===== config.mk =====
export PLATFORM = sky130hd
export DESIGN_NAME = rmst_front
export DESIGN_NICKNAME = d
export VERILOG_FILES = /design/src/rmst_pkg.sv /design/src/rmst_front.sv
export SDC_FILE = /design/constraint.sdc
export NUM_CORES = 1
export LEC_CHECK = 0
export ABC_CLOCK_PERIOD_IN_PS = 6250
export BUFFER_PORTS_ARGS = -buffer_cell sky130_fd_sc_hd__buf_2
export CAP_MARGIN = 25
export CORE_AREA = 2 2 124 126
export DETAILED_ROUTE_END_ITERATION = 7
export DIE_AREA = 0 0 126 128
export PLACE_DENSITY = 0.7
export SLEW_MARGIN = 20
export SYNTH_ARGS = -nofsm -noshare
export SYNTH_HDL_FRONTEND = slang
export SYNTH_SLANG_ARGS = --single-unit
export TNS_END_PERCENT = 100

===== constraint.sdc =====
create_clock -name clk -period 6.25 [get_ports clk]
set_input_delay 0.3125 -clock clk [delete_from_list [all_inputs] [get_ports clk]]
set_output_delay 0.3125 -clock clk [all_outputs]
set_load 0.02 [all_outputs]

===== src/rmst_pkg.sv =====
// Package for the message slot table: sizes, codes and shared types.
// No dependencies.
package rmst_pkg;
    localparam int REGIONS          = 4;
    localparam int SLOTS_PER_REGION = 16;
    localparam int BUF_BYTES        = 4096;
    localparam int THREAD_ID_BITS   = 16;
    localparam int NSLOTS           = REGIONS * SLOTS_PER_REGION;
    localparam int SLOT_BITS        = $clog2(NSLOTS);
    localparam int REG_BITS         = (REGIONS > 1) ? $clog2(REGIONS) : 1;
    localparam int SPR_BITS         = (SLOTS_PER_REGION > 1) ? $clog2(SLOTS_PER_REGION) : 1;
    localparam int FREE_BITS        = $clog2(SLOTS_PER_REGION + 1);
    localparam int TOTAL_BITS       = $clog2(NSLOTS + 1);
    localparam int QDEPTH           = 2;

    typedef enum logic [1:0] {
        OP_SEND    = 2'd0,
        OP_RECEIVE = 2'd1,
        OP_RELEASE = 2'd2,
        OP_ADDREF  = 2'd3
    } op_t;

    typedef enum logic [1:0] {
        ST_OK       = 2'd0,
        ST_INVALID  = 2'd1,
        ST_NO_FREE  = 2'd2,
        ST_NO_MSG   = 2'd3
    } status_t;

    typedef enum logic [1:0] {
        BK_IDLE,
        BK_READ,
        BK_EXEC,
        BK_OUT
    } back_state_t;

    // Classified command handed from the front to the back.
    typedef struct packed {
        op_t                 op;
        logic [15:0]         caller;
        logic [15:0]         peer;
        logic [15:0]         size;
        logic [31:0]         want;
        logic                size_bad;
    } cmd_t;
endpackage


===== src/rmst_front.sv =====
// Front end: accepts words, masks thread ids and checks the send size.
// Depends on rmst_pkg.
module rmst_front
(
    input  logic            clk,
    input  logic            rst_n,
    input  logic            in_valid,
    output logic            in_ready,
    input  logic [81:0]     in_data,
    output logic            q_valid,
    input  logic            q_ready,
    output rmst_pkg::cmd_t  q_cmd
);
    localparam logic [15:0] TMASK = 16'((17'd1 << rmst_pkg::THREAD_ID_BITS) - 17'd1);

    rmst_pkg::cmd_t                 mem_reg [rmst_pkg::QDEPTH];
    logic                           wp_reg, rp_reg;
    logic [1:0]                     cnt_reg;
    rmst_pkg::cmd_t                 cmd;
    logic                           push, pop;

    always_comb
    begin
        cmd.op       = rmst_pkg::op_t'(in_data[1:0]);
        cmd.caller   = in_data[17:2] & TMASK;
        cmd.peer     = in_data[33:18] & TMASK;
        cmd.size     = in_data[49:34];
        cmd.want     = in_data[81:50];
        cmd.size_bad = (in_data[49:34] == 16'd0) ||
                       (in_data[49:34] > 16'(rmst_pkg::BUF_BYTES));
    end

    assign in_ready = (cnt_reg != 2'(rmst_pkg::QDEPTH));
    assign push     = in_valid && in_ready;
    assign q_valid  = (cnt_reg != 2'd0);
    assign pop      = q_valid && q_ready;
    assign q_cmd    = mem_reg[rp_reg];

    always_ff @(posedge clk)
    begin
        if (push)
        begin
            mem_reg[wp_reg] <= cmd;
        end
    end

    always_ff @(posedge clk or negedge rst_n)
    begin
        if (!rst_n)
        begin
            wp_reg  <= 1'b0;
            rp_reg  <= 1'b0;
            cnt_reg <= 2'd0;
        end
        else
        begin
            if (push)
            begin
                wp_reg <= ~wp_reg;
            end
            if (pop)
            begin
                rp_reg <= ~rp_reg;
            end
            cnt_reg <= cnt_reg + 2'(push) - 2'(pop);
        end
    end
endmodule


==> results of run 1 <==
## per-stage QoR
step | instance area (um^2) | util (%)
4_1_cts | 8150 | 54.8
5_1_grt | 8170 | 55.0
3_3_place_gp | 7530 | 50.6
6_report | 8170 | 55.0
2_1_floorplan | 6500 | -
3_5_place_dp | 7550 | 50.8
## what timing repair did
item	in CTS	in global routing
endpoints found under the hold margin	4	0
hold buffers	1	0
setup buffers	0	0
## final timing paths
path | endpoint | cells past startpoint
setup / recovery | q_cmd[1] | 3
hold / removal | mem_reg[1][6] | 1
setup reg to reg | mem_reg[0][49] | 4
hold reg to reg | wp_reg | 1
max in group asynchronous | rp_reg | 2
min in group asynchronous | cnt_reg[0] | 2
## area by class of cell
| class | instances | area, um^2 | area share [%] |
|---|---|---|---|
| Tap cell | 188 | 235 | 2.88 |
| Inverter | 1 | 3.75 | 0.0459 |
| Timing Repair Buffer | 175 | 923 | 11.3 |
| Clock buffer | 20 | 437 | 5.34 |
| Multi-Input combinational cell | 105 | 1330 | 16.3 |
| Clock inverter | 12 | 150 | 1.84 |
| Sequential cell | 170 | 5090 | 62.3 |
## layer usage
layer	global-route usage (%)	wire, um	up-vias	share of wire (%)
met5	0	0	-	0
met1	16.5	4610	1578	42
met4	6.01	160	0	1.5
met3	5.09	752	12	6.8
li1	-	-	1514	-
met2	22.9	5510	101	50
## cells in the mapped netlist (2+ instances only)
master / number
mux2_2: 23
buf_2: 2
edfxtp_1: 166
nor4_1: 3
dfrtp_1: 4
nor2_1: 2
buf_6: 7
mux2_4: 60
xnor2_1: 2
## power breakdown
| part | leakage [nW] | switching, mW | total, mW | internal (mW) |
|---|---|---|---|---|
| clock network | 0.283 | 0.400 | 1.03 | 0.626 |
| logic | 1.34 | 0.723 | 1.32 | 0.600 |
| registers | 1.59 | 0.130 | 1.69 | 1.56 |
## cells by family after synthesis
family / share of synthesized area (%)
xor gates and xnor gates: 0.404
AOI/OAI and AO/OA: 0.559
DFF: 78.3
muxes: 17.9
adders and majority gates: 0.193
buffers and inverters: 1.43
and+or+nand+nor: 1.31
==> results.yml, run 1 <==
setup_path:
  path_max_fanout: 43
  crit_arrival_ns: 2.63
  cp.required_ns: 5.94
  crit_chain: "buf_4 > mux2_2 > buf_2"
  startpoint_type: "flop"
  r2r_slack_ns: 4.15
  worstSetupPathType: "flop to output port"
  path_buf_inv: 2
  critPathSlowestCell: "dfrtp_4"
  path_delay_family: "flip-flops"
  setup.worst_path.end_class: "output port"
  r2r-start: "cnt_reg[1]"
  cpPeakStageDelay_ns: 0.90
  cp-startpoint: "rp_reg"
timing:
  max_slew_margin_pct: 49.5
  setup_violations: 0
  fin_tns_setup_ns: 0
  finalHoldViolCount: 0
  holdWs_ns: 0.0855
  fin_crit_ns: 2.94
  fin_ws_ns: 3.31
  fmax_mhz: 340
  tightest_slew_ns: 0.757
  worst_clock_skew_ns: 0.00430
  period_share_pct: 47.1
  grt_setup_unrepaired: "false"
  final_max_slew_viol_count: 0
layout:
  area_growth_pct: 25.7
  layout-drive-gt1-share_pct: 60.0
  layoutNonFillerInstCount: 671
  n_antenna_cell: 0
  fin_nets: 557
  final_cell_mix: "170 x buf_2, 166 x edfxtp_1, 60 x mux2_4"
  largest_reg_flops: 166
  layout_commonest_cell: "buf_2"
  fillers: 1188
floorplan:
  die_y_um: 128
  fp.dieW_um: 126
  placementRows: 45
  die_area_um2: 16100
  fp.coreArea_um2: 14900
  pin_count: 171
  start_util_pct: 43.7
drt:
  routed_via_density: 4.78
  antenna_left: 0
  drtIter0Drc: 175
  vias: 3205
  post-route-drc-count: 0
  wl_per_cell_um: 16.4
  routed_wl_um: 11000
  dr.pass1.iters: 5
clock_network:
  cts_buffer_depth: 2
  numClockSinks: 170
  htreeDepth: 4
  clock_latency_ns: 0.41
  numCtsBuffers: 17
  post_cts_resized: 0
  cts.clk_slew.worst_paths_ns: 0.06
  cts_tree: "built"
  root_buffer: "clkbuf_16"
global_route:
  grt_max_degree: 49
  grt_pass1_wl_um: 16800
  grt-ovfl-total: 0
  grt_pass1_vias: 3316
  grtUsageTotal_pct: 13.9
  antenna_found_initial: 0
synthesis:
  synth.distinct_cells: 25
  ys_warn_count: 0
  synth_fp_nets: 372
  synth_area_leaders: "edfxtp_1 77%, mux2_4 14%, mux2_2 4.0%"
  async_flop_share_pct: 2.35
  ys_seq_area_share_pct: 78.3
  synth-main-ff-cell: "edfxtp_1"
  syn_avg_cell_area_um2: 22.8
  synthesis.area_um2: 6500
  synth-edff-count: 166
  synth_top_area_share_pct: 76.7
  syn_inst: 285
  ys_ff_latch: 170
  synth_area_leader_cell: "edfxtp_1"
placed_design:
  place.gp.congestion: 0.682
  dp_cells: 637
  dp_hpwl_um: 7270
  pre_cts_slack_ns: 3.53
  portBuffers: 170
power_and_ir_drop:
  p_total_mw: 4.04
  powerDensity_nw_per_um2: 494
  p_leak_nw: 3.21
  peakVddDrop_v: 0.000272
status:
  outcome: "finished, final reports clean"
worst_hold_path:
  hold_class: "input port to flop"
  hp-start: "in_data[55]"
flow_run:
  maxCapViolations: 0
Power figures use the tool's default switching activity.
==> run 2, diff against run 1 <==
--- a/config.mk
+++ b/config.mk
@@ -5,7 +5,7 @@
 export SDC_FILE = /design/constraint.sdc
 export NUM_CORES = 1
 export LEC_CHECK = 0
-export ABC_CLOCK_PERIOD_IN_PS = 6250
+export ABC_CLOCK_PERIOD_IN_PS = 3080
 export BUFFER_PORTS_ARGS = -buffer_cell sky130_fd_sc_hd__buf_2
 export CAP_MARGIN = 25
 export CORE_AREA = 2 2 124 126
==> constraint.sdc (replaced) <==
create_clock -name clk -period 3.08 [get_ports clk]
set_input_delay 0.154 -clock clk [delete_from_list [all_inputs] [get_ports clk]]
set_output_delay 0.154 -clock clk [all_outputs]
set_load 0.02 [all_outputs]
==> run 2 against run 1 <==
- setup slack worse by 2.4 ns
- clock skew about the same
- cell area up 9.3%
- cell count up 12%
- critical path type unchanged
- critical endpoint is now q_cmd[17]
- largest cell class unchanged
- highest routed layer unchanged
==> results.yml, run 2 (synthesis gave the netlist of run 1 again) <==
drt:
  dr.pass1.iters: 4
  routed_via_density: 4.68
  vias: 3530
  routed_wl_um: 12300
  post-route-drc-count: 0
  wl_per_cell_um: 16.3
  antenna_left: 0
  drtIter0Drc: 235
setup_path:
  critPathSlowestCell: "dfrtp_4"
  cpPeakStageDelay_ns: 0.59
  startpoint_type: "flop"
  cp.required_ns: 2.93
  crit_arrival_ns: 2.01
  worstSetupPathType: "flop to output port"
  crit_chain: "buf_4 > mux2_4 > buf_2"
  setup.worst_path.end_class: "output port"
  path_max_fanout: 25
  path_buf_inv: 2
  path_delay_family: "buffers and inverters"
power_and_ir_drop:
  cellInternalPower_mw: 5.48
  p_total_mw: 8.12
  power_frac_clock_pct: 23.3
  seqPwrFrac_pct: 41.2
  power_frac_comb_pct: 35.5
  peakVddDrop_v: 0.000785
  powerDensity_nw_per_um2: 909
  swShare_pct: 32.5
  power_switching_mw: 2.64
  p_leak_nw: 3.52
flow_run:
  maxCapViolations: 0
worst_hold_path:
  hold_class: "input port to asynchronous set/reset pin"
clock_network:
  cts_tree: "built"
  root_buffer: "clkbuf_16"
  cts_buffer_depth: 2
  clock_latency_ns: 0.42
  cts_setup_buffers: 0
  numCtsBuffers: 17
  htreeDepth: 4
  numClockSinks: 170
  post_cts_resized: 0
  cts.clk_slew.worst_paths_ns: 0.06
layout:
  largest_reg_flops: 166
  seqCellArea_um2: 5090
  final_cell_mix: "170 x buf_2, 166 x edfxtp_1, 83 x dlygate4sd3_1"
  area_growth_pct: 37.5
  n_antenna_cell: 0
  fillers: 1107
  layout_commonest_cell: "buf_2"
  multiInputGateArea_um2: 1330
  fin_nets: 640
  layout-drive-gt1-share_pct: 51.9
timing:
  tightest_slew_ns: 0.596
  final_max_slew_viol_count: 0
  fin_tns_setup_ns: 0
  fmax_mhz: 463
  period_share_pct: 70.1
  finalHoldViolCount: 0
  fin_crit_ns: 2.16
  max_slew_margin_pct: 60.3
  worst_clock_skew_ns: 0.00444
  grt_setup_unrepaired: "false"
  setup_violations: 0
global_route:
  grt-ovfl-total: 0
  grtUsageTotal_pct: 15.7
  grt_max_degree: 46
  grt_pass1_vias: 3837
  grt_pass1_wl_um: 19100
  antenna_found_initial: 0
floorplan:
  start_util_pct: 43.7
  fp.dieW_um: 126
  fp.coreArea_um2: 14900
  die_area_um2: 16100
  placementRows: 45
  die_y_um: 128
  pin_count: 171
placed_design:
  place.gp.congestion: 0.710
  dp_hpwl_um: 7650
  portBuffers: 170
status:
  outcome: "finished, final reports clean"
## run 2: cell types whose count changed in the layout (fill, tap and decap cells not counted), moves of 2 or more
| cell | previous run | this run |
|---|---|---|
| clkbuf_1 | 3 | 1 |
| dlygate4sd3_1 | 1 | 83 |
| clkinv_4 | 4 | 2 |
| clkinvlp_4 | 1 | 5 |
| bufinv_16 | 3 | 0 |
| inv_6 | 0 | 3 |
## run 2: area by class of cell
| type | count | share of cell area [%] |
|---|---|---|
| clock buffer | 18 | 4.80 |
| multi-input combinational | 105 | 14.9 |
| inverter | 1 | 0.0420 |
| timing repair buffer | 258 | 19.5 |
| tap | 188 | 2.63 |
| sequential | 170 | 57.0 |
| clock inverter | 14 | 1.12 |
## run 2: worst register-to-register path, cell delays in order, from the launching register on
cell     delay [ns]
dfrtp_1        0.41
or2b_1         0.22
and3_4         0.58
buf_12         0.34
## run 2: power groups by stage
| stage | combinational, mW | sequential (mW) | clock [mW] |
|---|---|---|---|
| after floorplan | 2.13 | 3.32 | 0 |
| after global placement | 2.79 | 3.37 | 0 |
| after detailed placement | 2.83 | 3.40 | 0 |
| after CTS | 2.91 | 3.36 | 1.95 |
| after global routing | 3.06 | 3.40 | 2.04 |
| final | 2.88 | 3.35 | 1.89 |
## run 2: final timing paths
kind	start	endpoint	slack, ns	depth (start not counted)
max	rp_reg	q_cmd[17]	0.92	3
min	rst_n	rp_reg	0.07	2
max reg2reg	cnt_reg[1]	mem_reg[1][21]	1.17	3
min reg2reg	wp_reg	wp_reg	0.55	1
max in group asynchronous	rst_n	rp_reg	2.87	2
min in group clk	q_ready	rp_reg	0.11	3
## run 2: repair_timing
action                                  CTS  global route
hold endpoints to repair                168             0
hold buffers                             83             0
endpoints found under the setup margin    0             0
## run 2: per-layer routing
| metal | track usage (%) | routed length [um] | vias up |
|---|---|---|---|
| li1 | - | - | 1677 |
| met1 | 17.7 | 4990 | 1721 |
| met2 | 27.5 | 6350 | 114 |
| met3 | 5.01 | 741 | 18 |
| met4 | 6.79 | 231 | 0 |
| met5 | 0 | 0 | - |
## run 2: stage by stage
step	util [%]	area [um^2]	hold slack, ns	setup slack [ns]	std cells
6_report	60.1	8930	0.0682	0.919	754
5_1_grt	60.1	8930	0.0656	0.825	754
4_1_cts	60.1	8930	0.0446	0.870	754
3_5_place_dp	51.0	7570	-0.0304	1.16	639
3_3_place_gp	51.0	7570	-0.0381	1.21	639
2_1_floorplan	-	6510	-0.142	0.583	285
==> run 3, diff against run 2 <==
--- a/config.mk
+++ b/config.mk
@@ -5,7 +5,7 @@
 export SDC_FILE = /design/constraint.sdc
 export NUM_CORES = 1
 export LEC_CHECK = 0
-export ABC_CLOCK_PERIOD_IN_PS = 3080
+export ABC_CLOCK_PERIOD_IN_PS = 2050
 export BUFFER_PORTS_ARGS = -buffer_cell sky130_fd_sc_hd__buf_2
 export CAP_MARGIN = 25
 export CORE_AREA = 2 2 124 126
==> constraint.sdc (replaced) <==
create_clock -name clk -period 2.05 [get_ports clk]
set_input_delay 0.1025 -clock clk [delete_from_list [all_inputs] [get_ports clk]]
set_output_delay 0.1025 -clock clk [all_outputs]
set_load 0.02 [all_outputs]
==> run 3 against run 2 <==
- hold slack worse by 0.016 ns
- die area unchanged
- highest routed layer is now met5
- combinational power up 56%
- critical path depth unchanged
- routed wire length down 0.91%
- global-route usage down 0.13 points
- critical endpoint is now q_cmd[7]
- largest cell class unchanged
- sequential share of layout area down 0.79 points
- clock-buffer cell count up 2
- total power up 53%
==> results.yml, run 3 (synthesis gave the netlist of run 1 again) <==
status:
  outcome: "finished, final reports clean"
placed_design:
  portBuffers: 170
  place.gp.congestion: 0.710
  pre_cts_slack_ns: 0.403
  dp_hpwl_um: 7770
  placed_area_um2: 7640
  dp_cells: 642
timing:
  final_max_slew_viol_count: 0
  grt_setup_unrepaired: "false"
  max_slew_margin_pct: 68.1
  period_share_pct: 93.6
  fin_crit_ns: 1.92
  fmax_mhz: 521
  fin_ws_ns: 0.130
  finalHoldViolCount: 0
  tightest_slew_ns: 0.478
  setup_violations: 0
  worst_clock_skew_ns: 0.00846
floorplan:
  die_y_um: 128
  fp.coreArea_um2: 14900
  die_area_um2: 16100
  start_util_pct: 43.7
  pin_count: 171
  placementRows: 45
  fp.dieW_um: 126
setup_path:
  crit_arrival_ns: 1.82
  path_max_fanout: 65
  worstSetupPathType: "flop to output port"
  cpPeakStageDelay_ns: 0.42
  setup.worst_path.end_class: "output port"
  critPathSlowestCell: "dfrtp_4"
  cp.required_ns: 1.95
  crit_chain: "buf_12 > mux2_2 > buf_2"
  startpoint_type: "flop"
layout:
  largest_reg_flops: 166
  area_growth_pct: 39.4
  layout-drive-gt1-share_pct: 51.7
  final_cell_mix: "170 x buf_2, 166 x edfxtp_1, 85 x dlygate4sd3_1"
  n_antenna_cell: 0
  finalInstanceArea_um2: 9060
  layout_commonest_cell: "buf_2"
  fin_util_pct: 60.9
  fin_nets: 645
  fillers: 1126
  layoutNonFillerInstCount: 759
drt:
  post-route-drc-count: 0
  dr.pass1.iters: 4
  drtIter0Drc: 199
  routed_via_density: 4.70
  routed_wl_um: 12200
  antenna_left: 0
  wl_per_cell_um: 16.1
  vias: 3570
power_and_ir_drop:
  peakVddDrop_v: 0.000762
  p_total_mw: 12.5
  powerDensity_nw_per_um2: 1380
  p_leak_nw: 3.58
clock_network:
  cts_hold_buffers: 85
  numCtsBuffers: 17
  cts_setup_buffers: 0
  cts.clk_slew.worst_paths_ns: 0.06
  root_buffer: "clkbuf_16"
  cts_buffer_depth: 2
  clock_latency_ns: 0.42
  numClockSinks: 170
  htreeDepth: 4
  post_cts_resized: 0
  cts_tree: "built"
global_route:
  grtUsageTotal_pct: 15.5
  grt_pass1_wl_um: 18900
  grt_max_degree: 66
  grt_pass1_vias: 3817
  antenna_found_initial: 1
  grt-ovfl-total: 0
worst_hold_path:
  hold_class: "input port to flop"
flow_run:
  maxCapViolations: 0
-- run 3: cell types whose count changed in the layout (fill, tap and decap cells not counted), moves of 2 or more --
| cell | previous run | this run |
|---|---|---|
| inv_6 | 3 | 0 |
| clkinv_2 | 3 | 1 |
| clkinv_1 | 1 | 3 |
| bufinv_16 | 0 | 2 |
| clkbuf_1 | 1 | 3 |
| clkinv_4 | 2 | 4 |
| dlygate4sd3_1 | 83 | 85 |
| buf_12 | 2 | 5 |
| clkinvlp_4 | 5 | 2 |
-- run 3: per-stage QoR --
| step | setup TNS, ns | hold slack, ns |
|---|---|---|
| CTS | 0 | 0.0323 |
| finish | 0 | 0.0522 |
| global route | 0 | 0.0661 |
| detailed placement | 0 | -0.0852 |
| global placement | 0 | -0.0844 |
| floorplan | -35.98 | -0.193 |
-- run 3: worst max-delay path: cells and delay by family (launching register included) --
| family | cells | cell delay [ns] |
|---|---|---|
| buffers and inverters | 2 | 0.56 |
| DFF | 1 | 0.42 |
| muxes | 1 | 0.40 |
-- run 3: routing by layer --
| metal | track usage [%] | part of all wire [%] | vias to the layer above |
|---|---|---|---|
| li1 | - | - | 1690 |
| met1 | 16.9 | 39 | 1752 |
| met2 | 28.1 | 54 | 109 |
| met3 | 6.01 | 6.1 | 17 |
| met4 | 4.85 | 1.1 | 2 |
| met5 | 0 | 0.13 | - |
-- run 3: final timing paths --
kind,to,slack [ns],cells after the start,start
worst min register to register,wp_reg,0.56,1,wp_reg
worst max-delay path,q_cmd[7],0.13,3,rp_reg
min in group asynchronous,wp_reg,0.58,3,rst_n
worst max register to register,mem_reg[1][37],0.42,3,cnt_reg[1]
worst min-delay path,rp_reg,0.05,3,q_ready
max in group asynchronous,rp_reg,1.28,3,rst_n
-- run 3: final cells by class --
type | instances | area (um^2) | share of cell area (%)
tap | 188 | 235 | 2.60
clock inverter | 12 | 126 | 1.40
multi-input combinational | 105 | 1340 | 14.8
timing repair buffer | 263 | 1820 | 20.1
clock buffer | 20 | 437 | 4.82
sequential | 170 | 5090 | 56.2
inverter | 1 | 3.75 | 0.0414
-- run 3: where the power goes --
group	internal [mW]	total (mW)	leakage, nW	switching [mW]
sequential	4.75	4.95	1.59	0.207
clock	1.78	3.01	0.267	1.23
combinational	2.02	4.49	1.73	2.46
total	8.55	12.5	3.58	3.90
